**config.mk**
```make
export PLATFORM = sky130hd
export DESIGN_NAME = terminal_line_editor
export DESIGN_NICKNAME = d
export VERILOG_FILES = /design/src/rtl/tle_pkg.sv /design/src/rtl/tle_ram.sv /design/src/rtl/tle_datapath.sv /design/src/rtl/tle_ctrl.sv /design/src/rtl/terminal_line_editor.sv
export VERILOG_INCLUDE_DIRS = /design/src /design/src/rtl
export SDC_FILE = /design/constraint.sdc
export NUM_CORES = 1
export LEC_CHECK = 0
export ABC_AREA = 1
export BUFFER_PORTS_ARGS = -buffer_cell sky130_fd_sc_hd__buf_4
export CORE_ASPECT_RATIO = 0.9
export CORE_MARGIN = 5
export CORE_UTILIZATION = 45
export CTS_BUF_LIST = sky130_fd_sc_hd__clkbuf_4 sky130_fd_sc_hd__clkbuf_8
export CTS_CLUSTER_SIZE = 8
export DETAILED_ROUTE_END_ITERATION = 8
export RECOVER_POWER = 50
export SYNTH_ARGS = -nofsm -noshare
export SYNTH_HDL_FRONTEND = slang
export SYNTH_SLANG_ARGS = --single-unit
```
**constraint.sdc**
```tcl
create_clock -name aclk -period 5.8 [get_ports aclk]
set_input_delay 1.16 -clock aclk [delete_from_list [all_inputs] [get_ports aclk]]
set_output_delay 1.16 -clock aclk [all_outputs]
set_load 0.01 [all_outputs]
```
**src/rtl/terminal_line_editor_defines.svh**
```systemverilog
// ----------------------------------------------------------------------------
// terminal line editor assertion macros
// concurrent checks clocked on aclk, off while aresetn is low
// ----------------------------------------------------------------------------
`ifndef TERMINAL_LINE_EDITOR_DEFINES_SVH
`define TERMINAL_LINE_EDITOR_DEFINES_SVH

`ifndef SYNTHESIS
`define TLE_ASSERT(lbl, prop, msg) \
    lbl: assert property (@(posedge aclk) disable iff (!aresetn) prop) else $error(msg);
`define TLE_NEVER(lbl, expr, msg) \
    lbl: assert property (@(posedge aclk) disable iff (!aresetn) !(expr)) else $error(msg);
`else
`define TLE_ASSERT(lbl, prop, msg)
`define TLE_NEVER(lbl, expr, msg)
`endif

`endif

```
**src/rtl/tle_pkg.sv**
```systemverilog
// ----------------------------------------------------------------------------
// tle_pkg
// shared types and codes of the terminal line editor
// ----------------------------------------------------------------------------
package tle_pkg;

    // request kinds on the input channel
    localparam logic [1:0] OP_BYTE       = 2'd0;
    localparam logic [1:0] OP_CONNECT    = 2'd1;
    localparam logic [1:0] OP_DISCONNECT = 2'd2;

    localparam logic [7:0] CHAR_CR    = 8'h0D;
    localparam logic [7:0] CHAR_LF    = 8'h0A;
    localparam logic [7:0] CHAR_BS    = 8'h08;
    localparam logic [7:0] CHAR_DEL   = 8'h7F;
    localparam logic [7:0] CHAR_SPACE = 8'h20;
    localparam logic [7:0] CHAR_GT    = 8'h3E;
    localparam logic [7:0] PRINT_LO   = 8'd32;
    localparam logic [7:0] PRINT_HI   = 8'd126;

    typedef enum logic [3:0] {
        ST_IDLE,
        ST_ECHO,
        ST_CR,
        ST_LF,
        ST_RD,
        ST_DATA,
        ST_GT,
        ST_SP,
        ST_BS1,
        ST_BS_SP,
        ST_BS2
    } state_t;

    typedef enum logic [2:0] {
        SEL_RX,
        SEL_CR,
        SEL_LF,
        SEL_BS,
        SEL_SP,
        SEL_GT,
        SEL_STORE
    } byte_sel_t;

    typedef struct packed {
        logic      accept;
        logic      cnt_clear;
        logic      cnt_inc;
        logic      cnt_dec;
        logic      ptr_clear;
        logic      ptr_inc;
        logic      store_wr;
        logic      out_load;
        byte_sel_t out_sel;
        logic      out_dest;
        logic      out_line_end;
        logic      out_last;
    } cmd_t;

    typedef struct packed {
        logic [1:0] op;
        logic       is_cr;
        logic       is_bs;
        logic       is_print;
        logic       count_zero;
        logic       has_room;
        logic       rd_last;
        logic       out_ready;
    } status_t;

endpackage

```
**src/rtl/tle_ram.sv**
```systemverilog
// ----------------------------------------------------------------------------
// tle_ram
// generic single write port ram with registered read
// ----------------------------------------------------------------------------
module tle_ram #(
    parameter int DATA_W = 8,
    parameter int DEPTH  = 31,
    localparam int ADDR_W = (DEPTH > 1) ? $clog2(DEPTH) : 1
) (
    input  logic              aclk,
    input  logic              wr_en,
    input  logic [ADDR_W-1:0] wr_addr,
    input  logic [DATA_W-1:0] wr_data,
    input  logic [ADDR_W-1:0] rd_addr,
    output logic [DATA_W-1:0] rd_data
);

    logic [DATA_W-1:0] mem [DEPTH];
    logic [DATA_W-1:0] rd_data_reg;

    always_ff @(posedge aclk) begin
        if (wr_en) begin
            mem[wr_addr] <= wr_data;
        end
        rd_data_reg <= mem[rd_addr];
    end

    assign rd_data = rd_data_reg;

endmodule

```
**src/rtl/tle_datapath.sv**
```systemverilog
// ----------------------------------------------------------------------------
// tle_datapath
// line store, length counter, read pointer and output register
// ----------------------------------------------------------------------------
module tle_datapath #(
    parameter int LINE_BYTES = 32
) (
    input  logic             aclk,
    input  logic             aresetn,
    input  tle_pkg::cmd_t    cmd,
    output tle_pkg::status_t status,
    input  logic [7:0]       s_tdata,   // rx_byte
    input  logic [1:0]       s_tuser,   // op
    output logic             m_tvalid,
    input  logic             m_tready,
    output logic [7:0]       m_tdata,   // out_byte
    output logic [1:0]       m_tuser,   // dest, line_end
    output logic             m_tlast
);

    localparam int DEPTH = LINE_BYTES - 1;
    localparam int CW    = $clog2(LINE_BYTES);
    localparam int AW    = (DEPTH > 1) ? $clog2(DEPTH) : 1;
    localparam logic [CW-1:0] DEPTH_C = CW'(DEPTH);

    logic [CW-1:0] count_reg, count_next;
    logic [AW-1:0] ptr_reg, ptr_next;
    logic [7:0]    rx_reg;
    logic [7:0]    store_rd;
    logic          out_valid_reg;
    logic [7:0]    out_byte_reg;
    logic          out_dest_reg;
    logic          out_line_end_reg;
    logic          out_last_reg;
    logic [7:0]    sel_byte;

    tle_ram #(
        .DATA_W (8),
        .DEPTH  (DEPTH)
    ) u_store (
        .aclk    (aclk),
        .wr_en   (cmd.store_wr),
        .wr_addr (count_reg[AW-1:0]),
        .wr_data (s_tdata),
        .rd_addr (ptr_reg),
        .rd_data (store_rd)
    );

    always_comb begin
        count_next = count_reg;
        if (cmd.cnt_clear) begin
            count_next = '0;
        end else if (cmd.cnt_inc) begin
            count_next = count_reg + CW'(1);
        end else if (cmd.cnt_dec) begin
            count_next = count_reg - CW'(1);
        end
        ptr_next = ptr_reg;
        if (cmd.ptr_clear) begin
            ptr_next = '0;
        end else if (cmd.ptr_inc) begin
            ptr_next = ptr_reg + AW'(1);
        end
    end

    always_ff @(posedge aclk) begin
        if (!aresetn) begin
            count_reg     <= '0;
            ptr_reg       <= '0;
            out_valid_reg <= 1'b0;
        end else begin
            count_reg <= count_next;
            ptr_reg   <= ptr_next;
            if (cmd.out_load) begin
                out_valid_reg <= 1'b1;
            end else if (m_tready) begin
                out_valid_reg <= 1'b0;
            end
        end
    end

    always_comb begin
        unique case (cmd.out_sel)
            tle_pkg::SEL_RX:    sel_byte = rx_reg;
            tle_pkg::SEL_CR:    sel_byte = tle_pkg::CHAR_CR;
            tle_pkg::SEL_LF:    sel_byte = tle_pkg::CHAR_LF;
            tle_pkg::SEL_BS:    sel_byte = tle_pkg::CHAR_BS;
            tle_pkg::SEL_SP:    sel_byte = tle_pkg::CHAR_SPACE;
            tle_pkg::SEL_GT:    sel_byte = tle_pkg::CHAR_GT;
            tle_pkg::SEL_STORE: sel_byte = store_rd;
            default:            sel_byte = tle_pkg::CHAR_SPACE;
        endcase
    end

    always_ff @(posedge aclk) begin
        if (cmd.accept) begin
            rx_reg <= s_tdata;
        end
        if (cmd.out_load) begin
            out_byte_reg     <= sel_byte;
            out_dest_reg     <= cmd.out_dest;
            out_line_end_reg <= cmd.out_line_end;
            out_last_reg     <= cmd.out_last;
        end
    end

    always_comb begin
        status.op         = s_tuser;
        status.is_cr      = (s_tdata == tle_pkg::CHAR_CR);
        status.is_bs      = (s_tdata == tle_pkg::CHAR_BS) || (s_tdata == tle_pkg::CHAR_DEL);
        status.is_print   = (s_tdata >= tle_pkg::PRINT_LO) && (s_tdata <= tle_pkg::PRINT_HI);
        status.count_zero = (count_reg == '0);
        status.has_room   = (count_reg < DEPTH_C);
        status.rd_last    = ((CW'(ptr_reg) + CW'(1)) == count_reg);
        status.out_ready  = !out_valid_reg || m_tready;
    end

    assign m_tvalid = out_valid_reg;
    assign m_tdata  = out_byte_reg;
    assign m_tuser  = {out_line_end_reg, out_dest_reg};
    assign m_tlast  = out_last_reg;

endmodule

```
**src/rtl/tle_ctrl.sv**
```systemverilog
// ----------------------------------------------------------------------------
// tle_ctrl
// sequencer that decodes a request and steps through its output bytes
// ----------------------------------------------------------------------------
module tle_ctrl (
    input  logic             aclk,
    input  logic             aresetn,
    input  logic             s_tvalid,
    output logic             s_tready,
    input  tle_pkg::status_t status,
    output tle_pkg::cmd_t    cmd
);

    tle_pkg::state_t state_reg, state_next;

    always_ff @(posedge aclk) begin
        if (!aresetn) begin
            state_reg <= tle_pkg::ST_IDLE;
        end else begin
            state_reg <= state_next;
        end
    end

    always_comb begin
        state_next = state_reg;
        cmd        = '0;
        s_tready   = 1'b0;
        unique case (state_reg)
            tle_pkg::ST_IDLE: begin
                s_tready = 1'b1;
                if (s_tvalid) begin
                    cmd.accept = 1'b1;
                    unique case (status.op)
                        tle_pkg::OP_CONNECT: begin
                            cmd.cnt_clear = 1'b1;
                            state_next    = tle_pkg::ST_GT;
                        end
                        tle_pkg::OP_DISCONNECT: begin
                            cmd.cnt_clear = 1'b1;
                        end
                        tle_pkg::OP_BYTE: begin
                            priority if (status.is_cr) begin
                                cmd.ptr_clear = 1'b1;
                                state_next    = tle_pkg::ST_CR;
                            end else if (status.is_bs && !status.count_zero) begin
                                cmd.cnt_dec = 1'b1;
                                state_next  = tle_pkg::ST_BS1;
                            end else if (status.is_print && status.has_room) begin
                                cmd.store_wr = 1'b1;
                                cmd.cnt_inc  = 1'b1;
                                state_next   = tle_pkg::ST_ECHO;
                            end else begin
                                // line feed, backspace on an empty line, full line, other unprintable bytes
                                state_next = tle_pkg::ST_IDLE;
                            end
                        end
                        default: begin
                            state_next = tle_pkg::ST_IDLE;
                        end
                    endcase
                end
            end
            tle_pkg::ST_ECHO: begin
                if (status.out_ready) begin
                    cmd.out_load = 1'b1;
                    cmd.out_sel  = tle_pkg::SEL_RX;
                    cmd.out_last = 1'b1;
                    state_next   = tle_pkg::ST_IDLE;
                end
            end
            tle_pkg::ST_CR: begin
                if (status.out_ready) begin
                    cmd.out_load = 1'b1;
                    cmd.out_sel  = tle_pkg::SEL_CR;
                    state_next   = tle_pkg::ST_LF;
                end
            end
            tle_pkg::ST_LF: begin
                if (status.out_ready) begin
                    cmd.out_load = 1'b1;
                    cmd.out_sel  = tle_pkg::SEL_LF;
                    state_next   = status.count_zero ? tle_pkg::ST_GT : tle_pkg::ST_RD;
                end
            end
            tle_pkg::ST_RD: begin
                // store read data arrives in the cycle after the pointer settles
                state_next = tle_pkg::ST_DATA;
            end
            tle_pkg::ST_DATA: begin
                if (status.out_ready) begin
                    cmd.out_load     = 1'b1;
                    cmd.out_sel      = tle_pkg::SEL_STORE;
                    cmd.out_dest     = 1'b1;
                    cmd.out_line_end = status.rd_last;
                    if (status.rd_last) begin
                        cmd.cnt_clear = 1'b1;
                        state_next    = tle_pkg::ST_GT;
                    end else begin
                        cmd.ptr_inc = 1'b1;
                        state_next  = tle_pkg::ST_RD;
                    end
                end
            end
            tle_pkg::ST_GT: begin
                if (status.out_ready) begin
                    cmd.out_load = 1'b1;
                    cmd.out_sel  = tle_pkg::SEL_GT;
                    state_next   = tle_pkg::ST_SP;
                end
            end
            tle_pkg::ST_SP: begin
                if (status.out_ready) begin
                    cmd.out_load = 1'b1;
                    cmd.out_sel  = tle_pkg::SEL_SP;
                    cmd.out_last = 1'b1;
                    state_next   = tle_pkg::ST_IDLE;
                end
            end
            tle_pkg::ST_BS1: begin
                if (status.out_ready) begin
                    cmd.out_load = 1'b1;
                    cmd.out_sel  = tle_pkg::SEL_BS;
                    state_next   = tle_pkg::ST_BS_SP;
                end
            end
            tle_pkg::ST_BS_SP: begin
                if (status.out_ready) begin
                    cmd.out_load = 1'b1;
                    cmd.out_sel  = tle_pkg::SEL_SP;
                    state_next   = tle_pkg::ST_BS2;
                end
            end
            tle_pkg::ST_BS2: begin
                if (status.out_ready) begin
                    cmd.out_load = 1'b1;
                    cmd.out_sel  = tle_pkg::SEL_BS;
                    cmd.out_last = 1'b1;
                    state_next   = tle_pkg::ST_IDLE;
                end
            end
            default: begin
                state_next = tle_pkg::ST_IDLE;
            end
        endcase
    end

endmodule

```
**src/rtl/terminal_line_editor.sv**
```systemverilog
// ----------------------------------------------------------------------------
// terminal_line_editor
// serial console line editor with echo and command line output
// ----------------------------------------------------------------------------
// Takes terminal bytes and connect or disconnect events on the s_ stream and
// emits echo bytes (tuser dest 0) and completed command lines (dest 1, with
// line_end on the final byte) on the m_ stream; tlast marks the final result
// of each request that yields any. A request is taken whenever the sequencer
// is idle, even while its last result still sits in the output register; the
// sequencer then loads the echo, line or prompt bytes one by one, and takes no
// new request until it has loaded them all. A carriage return sends every
// stored byte through the line store's registered read port. There is no
// clearing pass after reset. An output stall holds the sequencer in its state.
// ----------------------------------------------------------------------------
`include "terminal_line_editor_defines.svh"

module terminal_line_editor #(
    parameter int LINE_BYTES = 32
) (
    input  logic       aclk,
    input  logic       aresetn,
    input  logic       s_tvalid,
    output logic       s_tready,
    input  logic [7:0] s_tdata,   // [7:0] rx_byte
    input  logic [1:0] s_tuser,   // [1:0] op
    input  logic       s_tlast,   // packet_end
    output logic       m_tvalid,
    input  logic       m_tready,
    output logic [7:0] m_tdata,   // [7:0] out_byte
    output logic [1:0] m_tuser,   // [0] dest, [1] line_end
    output logic       m_tlast    // last
);

    tle_pkg::cmd_t    cmd;
    tle_pkg::status_t status;
    logic             pkt_end_unused;

    // packet boundaries carry no meaning for the editor
    assign pkt_end_unused = s_tlast;

    tle_datapath #(
        .LINE_BYTES (LINE_BYTES)
    ) u_datapath (
        .aclk     (aclk),
        .aresetn  (aresetn),
        .cmd      (cmd),
        .status   (status),
        .s_tdata  (s_tdata),
        .s_tuser  (s_tuser),
        .m_tvalid (m_tvalid),
        .m_tready (m_tready),
        .m_tdata  (m_tdata),
        .m_tuser  (m_tuser),
        .m_tlast  (m_tlast)
    );

    tle_ctrl u_ctrl (
        .aclk     (aclk),
        .aresetn  (aresetn),
        .s_tvalid (s_tvalid),
        .s_tready (s_tready),
        .status   (status),
        .cmd      (cmd)
    );

    `TLE_ASSERT(a_load_when_free, cmd.out_load |-> status.out_ready, "result overwritten")
    `TLE_ASSERT(a_write_has_room, cmd.store_wr |-> status.has_room, "line store overrun")
    `TLE_ASSERT(a_count_one_op, $onehot0({cmd.cnt_clear, cmd.cnt_inc, cmd.cnt_dec}), "count ops")
    `TLE_NEVER(a_line_end_cmd, m_tvalid && m_tuser[1] && !m_tuser[0], "line end on echo")

endmodule

```
# After elaboration in Yosys (flattened, before gate mapping)
# Memories as Yosys holds them, arrays and structs flattened. A register that Yosys moved wholly into a read port is not among the register bits.
# Index checks and enable logic that the tools add are counted.
# word_totals
mem_bits_rw	248
in_bits	15
memories	1
regBits	34
# op_classes
n_eq_ne	30
n_addsub	3
n_reduce_logical	21
bitwise_logic	1
mux	52
order_cmp	3
# memory_table
name	depth	word_bits	rd	rd_ports_with_merged_regs	wr	line_no	rtl
u_datapath.u_store.mem	31	8	1	1	1	tle_ram.sv:18	logic [DATA_W-1:0] mem [DEPTH];
# ops
operator	count
2-to-1 mux 4 bit	16
one-hot mux 8 bit (6 select lines)	1
one-hot mux 4 bit (9 select lines)	1
one-hot mux 4 bit (7 select lines)	1
2-to-1 mux 1 bit	22
== test 4 x 3 -> 1 bit (second input constant)	4
== test 8 x 4 -> 1 bit (second input constant)	2
!= test 2 bit (second input constant)	8
2-to-1 mux 5 bit	3
== test 4 bit (second input constant)	3
one-hot mux 4 bit (3 select lines)	1
adder 5 x 1 -> 5 bit (second input constant)	2
OR reduction 2 bit	5
AND reduction 9 bit	1
== test 4 x 2 -> 1 bit (second input constant)	2
== test 8 x 7 -> 1 bit (second input constant)	1
>= comparator 8 x 6 -> 1 bit (second input constant)	1
<= comparator 8 x 7 -> 1 bit (second input constant)	1
== test 3 x 2 -> 1 bit (second input constant)	2
== test 3 bit (second input constant)	2
2-to-1 mux 2 bit	3
2-to-1 mux 3 bit	2
2-to-1 mux 6 bit	1
== test 5 bit	1
19 further kinds	24

# Logic depth before layout (Yosys ltp)
# Gate-level depths: netlist of run 1.
# logic_depth
depth_word	11
depth_mapped	16
depth_no_buf	16

# Hierarchy
# A second synthesis of run 1 with hierarchy kept.
# hier_totals
cells_unflattened	1167
area_unflattened_um2	12358.1
# by_module_without_submodules
module	instances	area_per_inst_um2	cells_each
tle_ram	1	10281.1	883
tle_datapath	1	1510.2	173
tle_ctrl	1	566.8	111

# Worst setup path before layout of run 1
# OpenSTA, ideal clock, no wires.
# synth_timing
path_type	input-to-reg
startpoint	in s_tdata[5]
endpoint	reg u_datapath.count_reg[4]
setup_ns	0.114
t_arrival_ns	2.828
cell_stages	15
slack_ns	2.858
path_buffers	0
path_cell_list	nor2_1 > nand2_1 > nor2_1 > nand2_1 > nand2_1 > nor2_2 > nand2_4 > clkinv_2 > fa_1 > o21ai_0 > nand3_1 > nand2_1 > nand2_1 > nand2_1 > nor2_1
# synth_via
elab_chain_cells	10
word_cells_on_any_way	18
# synth_lines
item	line_no	rtl
from (decl)	terminal_line_editor.sv:24	input logic [7:0] s_tdata,
>= comparator 8 x 6 -> 1 bit / <= comparator 8 x 7 -> 1 bit (equally long branches)	tle_datapath.sv:111	status.is_print = (s_tdata >= tle_pkg::PRINT_LO) && (s_tdata <= tle_pkg::PRINT_HI);
logical AND 1 bit	tle_datapath.sv:111	
logical AND 1 bit	tle_ctrl.sv:48	end else if (status.is_print && status.has_room) begin
2-to-1 mux 1 bit	tle_ctrl.sv:48	
2-to-1 mux 1 bit	tle_ctrl.sv:45	end else if (status.is_bs && !status.count_zero) begin
2-to-1 mux 2 bit (*)	tle_ctrl.sv:42	priority if (status.is_cr) begin
2-to-1 mux 3 bit (*)	tle_ctrl.sv:33	unique case (status.op)
2-to-1 mux 5 bit (*)	tle_ctrl.sv:31	if (s_tvalid) begin
2-to-1 mux 3 bit (*)	tle_ctrl.sv:28	unique case (state_reg)
2-to-1 mux 5 bit / nonzero test 2 bit (equally long branches)	-	
to (signal assigned)	tle_datapath.sv:72	count_reg <= count_next;
to (decl)	tle_datapath.sv:26	logic [CW-1:0] count_reg, count_next;
# Mark *: on every way between the ends. The rest lies on a longest branch, timed or not.
# A chain may end at the register's enable or synchronous reset.

# Final worst setup path of run 1
# layout_timing
startpoint	in s_tdata[5]
endpoint	mem u_datapath.u_store.mem[22][4] (enable)
# layout_via
elab_chain_cells	11
word_cells_on_any_way	17
# layout_lines
item	line_no	rtl
>= comparator 8 x 6 -> 1 bit / <= comparator 8 x 7 -> 1 bit (equally long branches)	tle_datapath.sv:111	
logical AND 1 bit	tle_datapath.sv:111	
logical AND 1 bit	tle_ctrl.sv:48	
2-to-1 mux 1 bit	tle_ctrl.sv:48	
2-to-1 mux 1 bit	tle_ctrl.sv:45	
2-to-1 mux 1 bit (*)	tle_ctrl.sv:42	
2-to-1 mux 1 bit (*)	tle_ctrl.sv:33	
2-to-1 mux 1 bit (*)	tle_ctrl.sv:31	
2-to-1 mux 1 bit (*)	tle_ctrl.sv:28	
2-to-1 mux 1 bit (*)	tle_ram.sv:22	if (wr_en) begin
2-to-1 mux 1 bit (not written as such) (*)	tle_ram.sv:23	mem[wr_addr] <= wr_data;
to (decl)	tle_ram.sv:18	
# Marks and branches as above.

==> metrics.md, run 1 <==
| Metric | Value |
|---|---|
| Mapped Avg Cell Area | `approximately 11 µm²` |
| Slack of the critical path | `1510 ps` |
| Final period utilization | `between 70% and 80%` |
| Post-DP HPWL | `about 16000 µm` |
| Worst Path Required | `5980 ps` |
| Syn Std Cell Area | `12200 µm²` |
| Crit Path Category | `in -> reg` |
| Post-synth top area cell | `edfxtp_1` |
| Post-CTS Setup Bufs | `0` |
| Maximum clock frequency | `0.233 GHz` |
| Least-Margin Pin Slew | `between 1500 and 2000 ps` |
| PwrDens | `323 nW/µm²` |
| Share of cells above drive strength 1 | `a little under an eighth` |
| Clk_lat worst skew | `560 ps` |
| Clock slew at reported path FFs | `50 ps` |
| Top post-synthesis cells by count | `edfxtp_1 (267), nand2_1 (170), nor2_1 (156)` |
| Area of the multi-input gates | `about 3200 µm²` |
| Global-route wire length before repair | `43500 µm` |
| Max-slew violations | `roughly 210` |
| Congestion Overflow GR | `0` |
| Netlist cell types | `36` |
| Initial antenna violation count | `0` |
| Core area | `26900 µm²` |
| Die Wd | `184 µm` |
| Slew headroom | `-22.8%` |
| # fillers | `around 2400` |
| CTS Buf Count | `46` |
| Leakage Power | `about 4.7 nW` |
| Number of enable flip-flop cells after synthesis | `267` |
| Hold Startpoint | `u_ctrl.state_reg[3]$_SDFFE_PN0P_` |
| CP top delay family | `simple AND/OR/NAND/NOR gates` |
| Peak supply drop | `roughly 0.00018 V` |
| Power Total | `4.35 mW` |
| Reg area | `8480 µm²` |
| Syn Nets | `1096` |
| Detail Route Antenna Nets | `0` |
| Reg2reg setup slack | `2810 ps` |
| CTS Buffer Depth | `3` |
| Setup tns final | `0 ps` |
| Reg2reg path depth | `8` |
| Hold buffers post-CTS | `0` |
| Area after DPL | `12600 µm²` |
| Hold Crit Class | `reg -> reg` |
| Fin cells | `1484` |
| Top_reg_cell synth | `edfxtp_1` |
| Post-cts sizing count | `0` |
| Placed cell count | `1402` |
| Largest register by flop count | `u_datapath.u_store.mem` |
| Largest register FFs | `248` |
| RR Startpoint | `u_datapath.ptr_reg[0]$_SDFFE_PP0P_` |
| Synth Instances | `1071` |
| Vias post-DR | `8054` |
| Wire length on met3 | `1900 µm` |
| # rows | `57` |
| Die height | `166 µm` |
| Layout Nets | `1121` |
| Post-layout min period | `4290 ps` |
| Outcome | `complete, but fails checks` |
| Clock skew | `about 13 ps` |
| Tot GR Track Use | `18.2%` |
| Routability Congestion | `roughly 0.83` |
| Worst hold path cell count | `2` |
| Die Area | `30500 µm²` |
| Proportion of netlist area held by the largest area contributor | `65.7%` |
| Finished Cell Area | `between 10000 and 15000 µm²` |
| Ys Warns | `0` |
| Initial DRC count | `598` |
| Wire length on met2 | `13300 µm` |
| Critical Path Sink Type | `flop` |
| Max_cap viols | `6` |
| Setup violators final | `0` |
| Worst path cell trace | `clkbuf_1 -> nor2_1 -> nand2_1 -> nor2_1 -> nand2_1 -> nand2_1 -> nor2_2 -> nand2_4 -> clkinv_2 -> nand3_2 -> nor2_1` |
| CP max stage cell | `clkbuf_1` |
| Crit-path max FO | `34` |
| Crit path DAT | `roughly 4500 ps` |
| CP max stage delay | `1220 ps` |
| Ys async rst share | `0%` |
| Register area share after synthesis | `69.5%` |
| CTS tree | `yes` |
| Drt first pass iters | `6` |
| Area grow syn2layout | `10.4%` |
| Largest net degree at the start of global routing | `102` |
| Vias in the first global route | `~7800` |
| WHS Endpoint | `u_ctrl.state_reg[3]$_SDFFE_PN0P_` |
| Met1 WL | `12700 µm` |
| Ports | `28` |
| Pre-CTS WS | `1960 ps` |
| Root Buffer | `clkbuf_8` |
| Avg WL per Cell | `a little under 20 µm` |
| Worst Setup Start Kind | `primary input` |
| Drc violations | `0` |
| Buffers & Inverters on Critical Path | `2` |
| Failing checks | `capacitance limit, slew limit` |
| #FFs+latches synth | `290` |
| WL final | `28500 µm` |
| Clock Sinks | `290` |
| Initial core utilization | `45.4%` |
| Final hold violations | `0` |
| DR vias/cell | `5.43` |
| H-tree levels | `2` |
| Reg2reg end | `u_datapath.u_store.rd_data[7]$_DFF_P_` |
| Uppermost layer routed | `met4` |
| Top cells by area, synth | `edfxtp_1 (66%), o21ai_0 (5.2%), nand2_1 (5.2%)` |
| Top-count cell post-synth | `edfxtp_1` |
| # port buffers | `26` |
| RSZ-0062 raised after global routing | `false` |
-- cells by family (layout without fill, tap and decap cells) --
kind of cell | after synthesis | after routing | share of synthesized area (%)
and+or+nand+nor | 425 | 425 | 14.8
DFF | 290 | 290 | 69.5
AOI/OAI and AO/OA | 230 | 230 | 10.5
buffers and inverters | 114 | 172 | 4.03
adders and majority gates | 10 | 10 | 1.09
xor gates and xnor gates | 2 | 2 | 0.144
other | 0 | 1 | 0
-- power by group --
group	leakage [nW]	internal [mW]	switching (mW)
Sequential	2.60	2.34	0.0223
Clock	0.469	0.898	0.767
Combinational	1.66	0.0958	0.228
Total	4.73	3.34	1.02
-- worst reg2reg max path, stage by stage (launching register included) --
cell	delay, ps
dfxtp_4	480
inv_2	670
buf_4	700
o21ai_0	250
o221ai_1	320
nand3_1	140
nand2_1	230
nand2_1	90
nand2_1	60
-- worst max-delay path by stage --
| stage | from | endpoint | slack (ps) | cells after the start |
|---|---|---|---|---|
| 3_5_place_dp | s_tdata[7] | u_datapath.u_store.mem[12][4]$_DFFE_PP_ | 1960 | 11 |
| 3_3_place_gp | s_tdata[7] | u_datapath.u_store.mem[12][4]$_DFFE_PP_ | 1960 | 11 |
| 2_1_floorplan | s_tdata[5] | u_datapath.count_reg[4]$_SDFFE_PP0P_ | 2860 | 15 |
| 6_report | s_tdata[5] | u_datapath.u_store.mem[22][4]$_DFFE_PP_ | 1510 | 11 |
| 5_1_grt | s_tdata[6] | u_datapath.u_store.mem[26][7]$_DFFE_PP_ | 1180 | 11 |
| 4_1_cts | s_tdata[7] | u_datapath.u_store.mem[10][0]$_DFFE_PP_ | 2550 | 11 |
-- layout by cell type (no fill, tap or decap), types with 2 or more instances in the layout --
cell	count
nor2_4	2
clkbuf_1	7
dfxtp_1	21
nand4_1	10
nor2_1	159
clkinv_1	9
clkbuf_8	47
inv_1	42
clkbuf_4	24
nor3_1	4
nor2_2	4
o21ai_0	128
nand3_1	63
a21oi_1	51
inv_2	12
buf_4	26
nand2_1	171
nand2_2	2
clkinv_2	3
edfxtp_1	267
o22ai_1	20
o221ai_1	21
o21ai_1	2
ha_1	9
nand3_2	5
o211ai_1	7
-- layout make-up --
| cell class | instances | area share, % |
|---|---|---|
| Antenna cell | 1 | 0.0186 |
| Clock buffer | 70 | 6.08 |
| Clock inverter | 11 | 0.409 |
| Inverter | 57 | 1.60 |
| Multi-Input combinational cell | 667 | 23.9 |
| Sequential cell | 290 | 63.0 |
| Tap cell | 354 | 3.29 |
| Timing Repair Buffer | 34 | 1.70 |
-- routing by layer --
metal / up-vias / track usage, %
met1: 3849 / 26.0
met5: - / 0
li1: 3879 / -
met4: 0 / 5.12
met3: 55 / 3.55
met2: 271 / 28.6
-- stage by stage --
step / hold WS (ps) / util [%]
after floorplan: 478 / -
after global placement: 501 / 47.0
after detailed placement: 510 / 47.0
after CTS: 517 / 50.2
after global routing: 551 / 50.1
final: 511 / 50.1
No activity file was read; power rests on OpenSTA's default activity.
==> inputs of run 2 (changes only) <==
Clock period 5.8 ns to 4.2 ns, I/O delays scaled along.
==> run 2 against run 1 <==
Against the previous run:
- the run still ends with capacitance limit, slew limit left
- non-clock buffer count grew 20
- count of clock-buffer cells in the layout grew 2
- hold slack lost 6.6 ps
- wire length grew 1.5%
- global-route usage grew 0.69 points
- critical path type is now reg -> reg
- critical endpoint is now u_datapath.u_store.mem[2][5]$_DFFE_PP_
- largest power group unchanged
- highest routed layer unchanged
==> metrics.md, run 2 (synthesized netlist as in run 1, its figures left out) <==
| Metric | Value |
|---|---|
| Outcome | `complete, but fails checks` |
| Failing checks | `capacitance limit, slew limit` |
| Initial antenna violation count | `0 (unchanged)` |
| RR Startpoint | `u_ctrl.state_reg[1]$_SDFFE_PN0P_` |
| Worst Path Required | `4390 ps (-1590 ps)` |
| Worst Setup Start Kind | `flop` |
| Crit path DAT | `3410 ps (-1060 ps)` |
| Met1 WL | `13200 µm (+3.8%)` |
| Post-cts sizing count | `0 (unchanged)` |
| Detail Route Antenna Nets | `0 (unchanged)` |
| CTS tree | `yes` |
| Uppermost layer routed | `met4` |
| Critical Path Sink Type | `flop` |
| WL final | `28900 µm (+1.5%)` |
| Clk_lat worst skew | `590 ps (+30 ps)` |
| Congestion Overflow GR | `0 (unchanged)` |
| Setup violators final | `0 (unchanged)` |
| Routability Congestion | `0.850 (+2.6%)` |
| Reg2reg end | `u_datapath.u_store.mem[2][5]$_DFFE_PP_` |
| Clock slew at reported path FFs | `60 ps (about the same)` |
| Final period utilization | `76.7%` |
| Most frequent cells in the layout | `edfxtp_1 (267), nand2_1 (171), nor2_1 (161)` |
| Reg2reg setup slack | `980 ps (-1830 ps)` |
| Share of cells above drive strength 1 | `12.7% (+1.1 points)` |
| Post-DP HPWL | `16900 µm (+3.4%)` |
| Root Buffer | `clkbuf_8` |
| Die Area | `30500 µm² (unchanged)` |
| Hold buffers post-CTS | `0 (unchanged)` |
| Global-route wire length before repair | `45000 µm (+3.6%)` |
| Die height | `166 µm (unchanged)` |
| RSZ-0062 raised after global routing | `false` |
| Crit Path Category | `reg -> reg` |
| Wire length on met2 | `12900 µm (-2.8%)` |
| Clock skew | `31.1 ps (+17.7 ps)` |
| Die Wd | `184 µm (unchanged)` |
| Slew headroom | `-8.57% (+14 points)` |
| Crit-path max FO | `13 (-62%)` |
| Core area | `26900 µm² (unchanged)` |
| DR vias/cell | `5.36 (-1.3%)` |
| PwrDens | `445 nW/µm² (+38%)` |
| Worst hold path cell count | `2 (unchanged)` |
| # rows | `57 (unchanged)` |
| Vias in the first global route | `7922 (+2.0%)` |
| Maximum clock frequency | `0.310 GHz` |
| Power Total | `6.06 mW (+39%)` |
| Post-layout min period | `~3200 ps` |
| Leakage Power | `4.84 nW (+2.3%)` |
| CTS Buffer Depth | `3 (unchanged)` |
| Drt first pass iters | `8 (+2)` |
| Reg2reg path depth | `7 (-1)` |
| Largest register FFs | `248 (unchanged)` |
| Clock Sinks | `290 (unchanged)` |
| Ports | `28 (unchanged)` |
| Final hold violations | `0 (unchanged)` |
| Wire length on met3 | `2100 µm (+10%)` |
| Area grow syn2layout | `11.7%` |
| Finished Cell Area | `13600 µm² (+1.2%)` |
| Tot GR Track Use | `18.9% (+0.69 points)` |
| Peak supply drop | `0.000335 V (+84%)` |
| Initial DRC count | `608 (+1.7%)` |
| # port buffers | `26 (unchanged)` |
| Post-CTS Setup Bufs | `0 (unchanged)` |
| WHS Endpoint | `u_datapath.m_tdata[6]$_DFFE_PP_` |
| Max_cap viols | `2 (-4)` |
| Drc violations | `0 (unchanged)` |
| Layout Nets | `1142 (+1.9%)` |
| H-tree levels | `2 (unchanged)` |
| Avg WL per Cell | `19.2 µm (about the same)` |
| Max-slew violations | `66 (-69%)` |
| Antenna cells | `0 (-1)` |
| CTS Buf Count | `47 (+2.2%)` |
| Core Util, Final | `50.7% (+0.61 points)` |
| Setup tns final | `0 ps (unchanged)` |
| Hold Crit Class | `reg -> reg` |
| # fillers | `2410 (-0.62%)` |
| Hold Startpoint | `u_datapath.u_store.rd_data[6]$_DFF_P_` |
| Area after DPL | `12800 µm² (+1.3%)` |
| Largest net degree at the start of global routing | `73 (-28%)` |
| Initial core utilization | `45.4% (unchanged)` |
| Vias post-DR | `8076 (+0.27%)` |
| Least-Margin Pin Slew | `1630 ps (-213 ps)` |
| Commonest non-fill, non-tap cell in the layout | `edfxtp_1` |
| Largest register by flop count | `u_datapath.u_store.mem` |
run 2: cell types whose count changed in the layout (fill, tap and decap cells not counted), sizes merged:
cell | previous run | this run
diode | 1 | 0
inv | 55 | 54
clkbuf | 78 | 84
clkinv | 12 | 15
buf | 26 | 42
run 2: per-stage QoR:
| step | setup slack [ps] | cells | hold WS [ps] |
|---|---|---|---|
| after floorplan | 1580 | 1071 | 478 |
| after global placement | 776 | 1422 | 489 |
| after detailed placement | 747 | 1422 | 489 |
| after CTS | 1350 | 1507 | 505 |
| after global routing | 553 | 1507 | 516 |
| final | 977 | 1507 | 504 |
run 2: worst max path at each step:
stage	depth (start not counted)	end	startpoint	slack (ps)
6_report	7	u_datapath.u_store.mem[2][5]$_DFFE_PP_	u_ctrl.state_reg[1]$_SDFFE_PN0P_	980
5_1_grt	7	u_datapath.u_store.mem[2][0]$_DFFE_PP_	u_ctrl.state_reg[1]$_SDFFE_PN0P_	550
4_1_cts	11	u_datapath.u_store.mem[2][0]$_DFFE_PP_	s_tdata[7]	1350
3_5_place_dp	11	u_datapath.u_store.mem[2][4]$_DFFE_PP_	s_tdata[7]	750
3_3_place_gp	11	u_datapath.u_store.mem[2][1]$_DFFE_PP_	s_tdata[7]	780
2_1_floorplan	15	u_datapath.count_reg[4]$_SDFFE_PP0P_	s_tdata[5]	1580
run 2: final cells by class:
class / count / area (µm²) / share of cell area [%]
Sequential cell: 290 / 8480 / 62.2
Multi-Input combinational cell: 667 / 3210 / 23.6
Clock buffer: 72 / 835 / 6.12
Tap cell: 354 / 443 / 3.25
Timing Repair Buffer: 54 / 373 / 2.73
Inverter: 57 / 215 / 1.58
Clock inverter: 13 / 73.8 / 0.541
run 2: where the power goes:
part / internal, mW / switching [mW]
Combinational: 0.124 / 0.311
Sequential: 3.23 / 0.0335
Clock: 1.27 / 1.09
run 2: routing by layer:
| layer | GRT usage [%] | vias to the layer above |
|---|---|---|
| met2 | 28.6 | 270 |
| li1 | - | 3914 |
| met4 | 5.60 | 0 |
| met3 | 3.75 | 54 |
| met5 | 0 | - |
| met1 | 27.8 | 3838 |
run 2: critical path, stage by stage (launching register included):
cell and delay (ps):
dfxtp_1 360, nor2_1 180, nand2_1 150, nor2_1 870, nand2_4 210, clkinv_2 160, nand3_2 260, nor2_1 650
==> inputs of run 3 (changes only) <==
Clock period 4.2 ns to 2.7 ns, I/O delays scaled along.
==> run 3 against run 2 <==
Against the previous run:
- the flow still finishes with violations (capacitance limit, slew limit)
- hold slack lost 270 ps
- global-route usage grew 0.33 points
- total power is 56% higher
- non-clock buffer count up 41
- count of clock-buffer cells in the layout decreased by 5
- flip-flop and latch count stayed put
- combinational power increased by 61%
- worst setup slack worse by 620 ps
- design area is 2.2% higher
- largest cell class unchanged
==> metrics.md, run 3 (synthesized netlist as in run 1, its figures left out) <==
| Metric | Value |
|---|---|
| Outcome | `complete, but fails checks` |
| Failing checks | `capacitance limit, slew limit` |
| CTS tree | `yes` |
| Crit Path Category | `reg -> reg` |
| Die Area | `30500 µm² (unchanged)` |
| Post-CTS Setup Bufs | `0 (unchanged)` |
| Clock skew | `32.7 ps (+1.56 ps)` |
| Vias in the first global route | `8103 (+2.3%)` |
| Detail Route Antenna Nets | `0 (unchanged)` |
| Hold Crit Class | `in -> reg` |
| WL final | `29500 µm (+2.1%)` |
| H-tree levels | `2 (unchanged)` |
| Initial DRC count | `671 (+10%)` |
| # port buffers | `26 (unchanged)` |
| Hold buffers post-CTS | `0 (unchanged)` |
| Root Buffer | `clkbuf_8` |
| Reg2reg end | `u_datapath.count_reg[4]$_SDFFE_PP0P_` |
| Routability Congestion | `0.813 (-4.3%)` |
| Post-layout min period | `2340 ps (-881 ps)` |
| Largest register FFs | `248 (unchanged)` |
| Ports | `28 (unchanged)` |
| Most frequent cells in the layout | `edfxtp_1 (267), nand2_1 (171), nor2_1 (159)` |
| Commonest non-fill, non-tap cell in the layout | `edfxtp_1` |
| Core area | `26900 µm² (unchanged)` |
| CTS Buf Count | `47 (unchanged)` |
| Peak supply drop | `0.000340 V (+1.5%)` |
| Die height | `166 µm (unchanged)` |
| Max_cap viols | `3 (+1)` |
| Wire length on met3 | `1880 µm (-10%)` |
| Drt first pass iters | `5 (-3)` |
| Worst Setup Start Kind | `flop` |
| Initial antenna violation count | `0 (unchanged)` |
| Maximum clock frequency | `0.427 GHz (+38%)` |
| Layout Nets | `1183 (+3.6%)` |
| Reg2reg setup slack | `360 ps (-620 ps)` |
| CTS Buffer Depth | `3 (unchanged)` |
| Crit path DAT | `2800 ps (-610 ps)` |
| Congestion Overflow GR | `0 (unchanged)` |
| Antenna cells | `0 (unchanged)` |
| Leakage Power | `4.98 nW (+3.1%)` |
| Max-slew violations | `98 (+48%)` |
| Largest register by flop count | `u_datapath.u_store.mem` |
| Met1 WL | `13700 µm (+3.4%)` |
| Final hold violations | `0 (unchanged)` |
| Least-Margin Pin Slew | `1730 ps (+104 ps)` |
| Worst hold path cell count | `3 (+1)` |
| Setup tns final | `0 ps (unchanged)` |
| Die Wd | `184 µm (unchanged)` |
| RR Startpoint | `u_ctrl.state_reg[1]$_SDFFE_PN0P_` |
| Slew headroom | `-15.5% (-7.0 points)` |
| Global-route wire length before repair | `46000 µm (+2.1%)` |
| Drc violations | `0 (unchanged)` |
| Power Total | `9.48 mW (+56%)` |
| Setup violators final | `0 (unchanged)` |
| Largest net degree at the start of global routing | `89 (+22%)` |
| Worst Path Required | `3160 ps (-1230 ps)` |
| DR vias/cell | `5.40 (+0.81%)` |
| Wire length on met2 | `13400 µm (+3.4%)` |
| Crit-path max FO | `6 (-7)` |
| Hold Startpoint | `aresetn` |
| Clock Sinks | `290 (unchanged)` |
| Share of cells above drive strength 1 | `13.8% (+1.1 points)` |
| Initial core utilization | `45.4% (unchanged)` |
| PwrDens | `680 nW/µm² (+53%)` |
| Post-cts sizing count | `0 (unchanged)` |
| RSZ-0062 raised after global routing | `false` |
| Reg2reg path depth | `13 (+6)` |
| Clock slew at reported path FFs | `60 ps (about the same)` |
| Critical Path Sink Type | `flop` |
| Vias post-DR | `8336 (+3.2%)` |
| Uppermost layer routed | `met4` |
| Post-DP HPWL | `18700 µm (+10%)` |
| Final period utilization | `86.7% (+10 points)` |
| WHS Endpoint | `u_datapath.m_tvalid$_SDFFE_PN0P_` |
| Area grow syn2layout | `14.1%` |
| Clk_lat worst skew | `570 ps (-20 ps)` |
| Avg WL per Cell | `19.1 µm (-0.28%)` |
| Core Util, Final | `51.8% (+1.1 points)` |
| Tot GR Track Use | `19.2% (+0.33 points)` |
| # rows | `57 (unchanged)` |
run 3: changes by cell type in the layout (fill, tap and decap cells not counted), moves of 2 or more:
cell      change
buf_12        +5
clkbuf_1     +20
buf_4        +16
nor2_1        -2
nor2_2        +2
clkbuf_4      -8
clkbuf_8      +3
run 3: layer usage:
layer	track usage, %	vias to the layer above
li1	-	3983
met1	28.3	4026
met2	29.5	271
met3	3.50	56
met4	5.44	0
met5	0	-
run 3: worst max-delay path: stages, from the launching register on:
cell and delay [ps]:
dfxtp_1 360, nor2_1 180, nand2_1 150, nor2_1 260
nand2_4 100, buf_4 170, ha_1 300, nand2_1 60
o21ai_0 270, nand3_1 140, nand2_1 100, nand2_1 50
nand2_1 50, nor2_1 30
run 3: how the worst max path moves through the flow:
stage                                                 endpoint                            startpoint  slack (ps)  cells past startpoint
final                     u_datapath.count_reg[4]$_SDFFE_PP0P_      u_ctrl.state_reg[1]$_SDFFE_PN0P_         360                     13
after global routing      u_datapath.count_reg[4]$_SDFFE_PP0P_                            s_tdata[0]         140                     14
after CTS                 u_datapath.count_reg[4]$_SDFFE_PP0P_  u_datapath.count_reg[1]$_SDFFE_PP0P_         440                     14
after detailed placement  u_datapath.count_reg[4]$_SDFFE_PP0P_                            s_tdata[3]         100                     15
after global placement    u_datapath.count_reg[4]$_SDFFE_PP0P_                            s_tdata[3]         100                     15
after floorplan           u_datapath.count_reg[4]$_SDFFE_PP0P_                            s_tdata[5]         380                     15
run 3: cell type report:
type | instances | area, µm²
inverter | 57 | 215
clock inverter | 13 | 86.3
multi-input combinational | 667 | 3220
fill | 2400 | 13000
clock buffer | 67 | 816
timing repair buffer | 95 | 668
tap | 354 | 443
sequential | 290 | 8480
run 3: metrics by stage:
stage / cells / hold slack (ps) / worst slack [ps] / cell area (µm²)
CTS: 1543 / 213 / 442 / 14100
global placement: 1463 / 506 / 103 / 13200
detailed placement: 1463 / 498 / 104 / 13200
global route: 1543 / 256 / 140 / 13900
finish: 1543 / 234 / 359 / 13900
floorplan: 1071 / 478 / 378 / 12200
run 3: where the power goes:
part	internal, mW	switching, mW
combinational	0.200	0.500
sequential	5.03	0.0458
clock	2.03	1.67
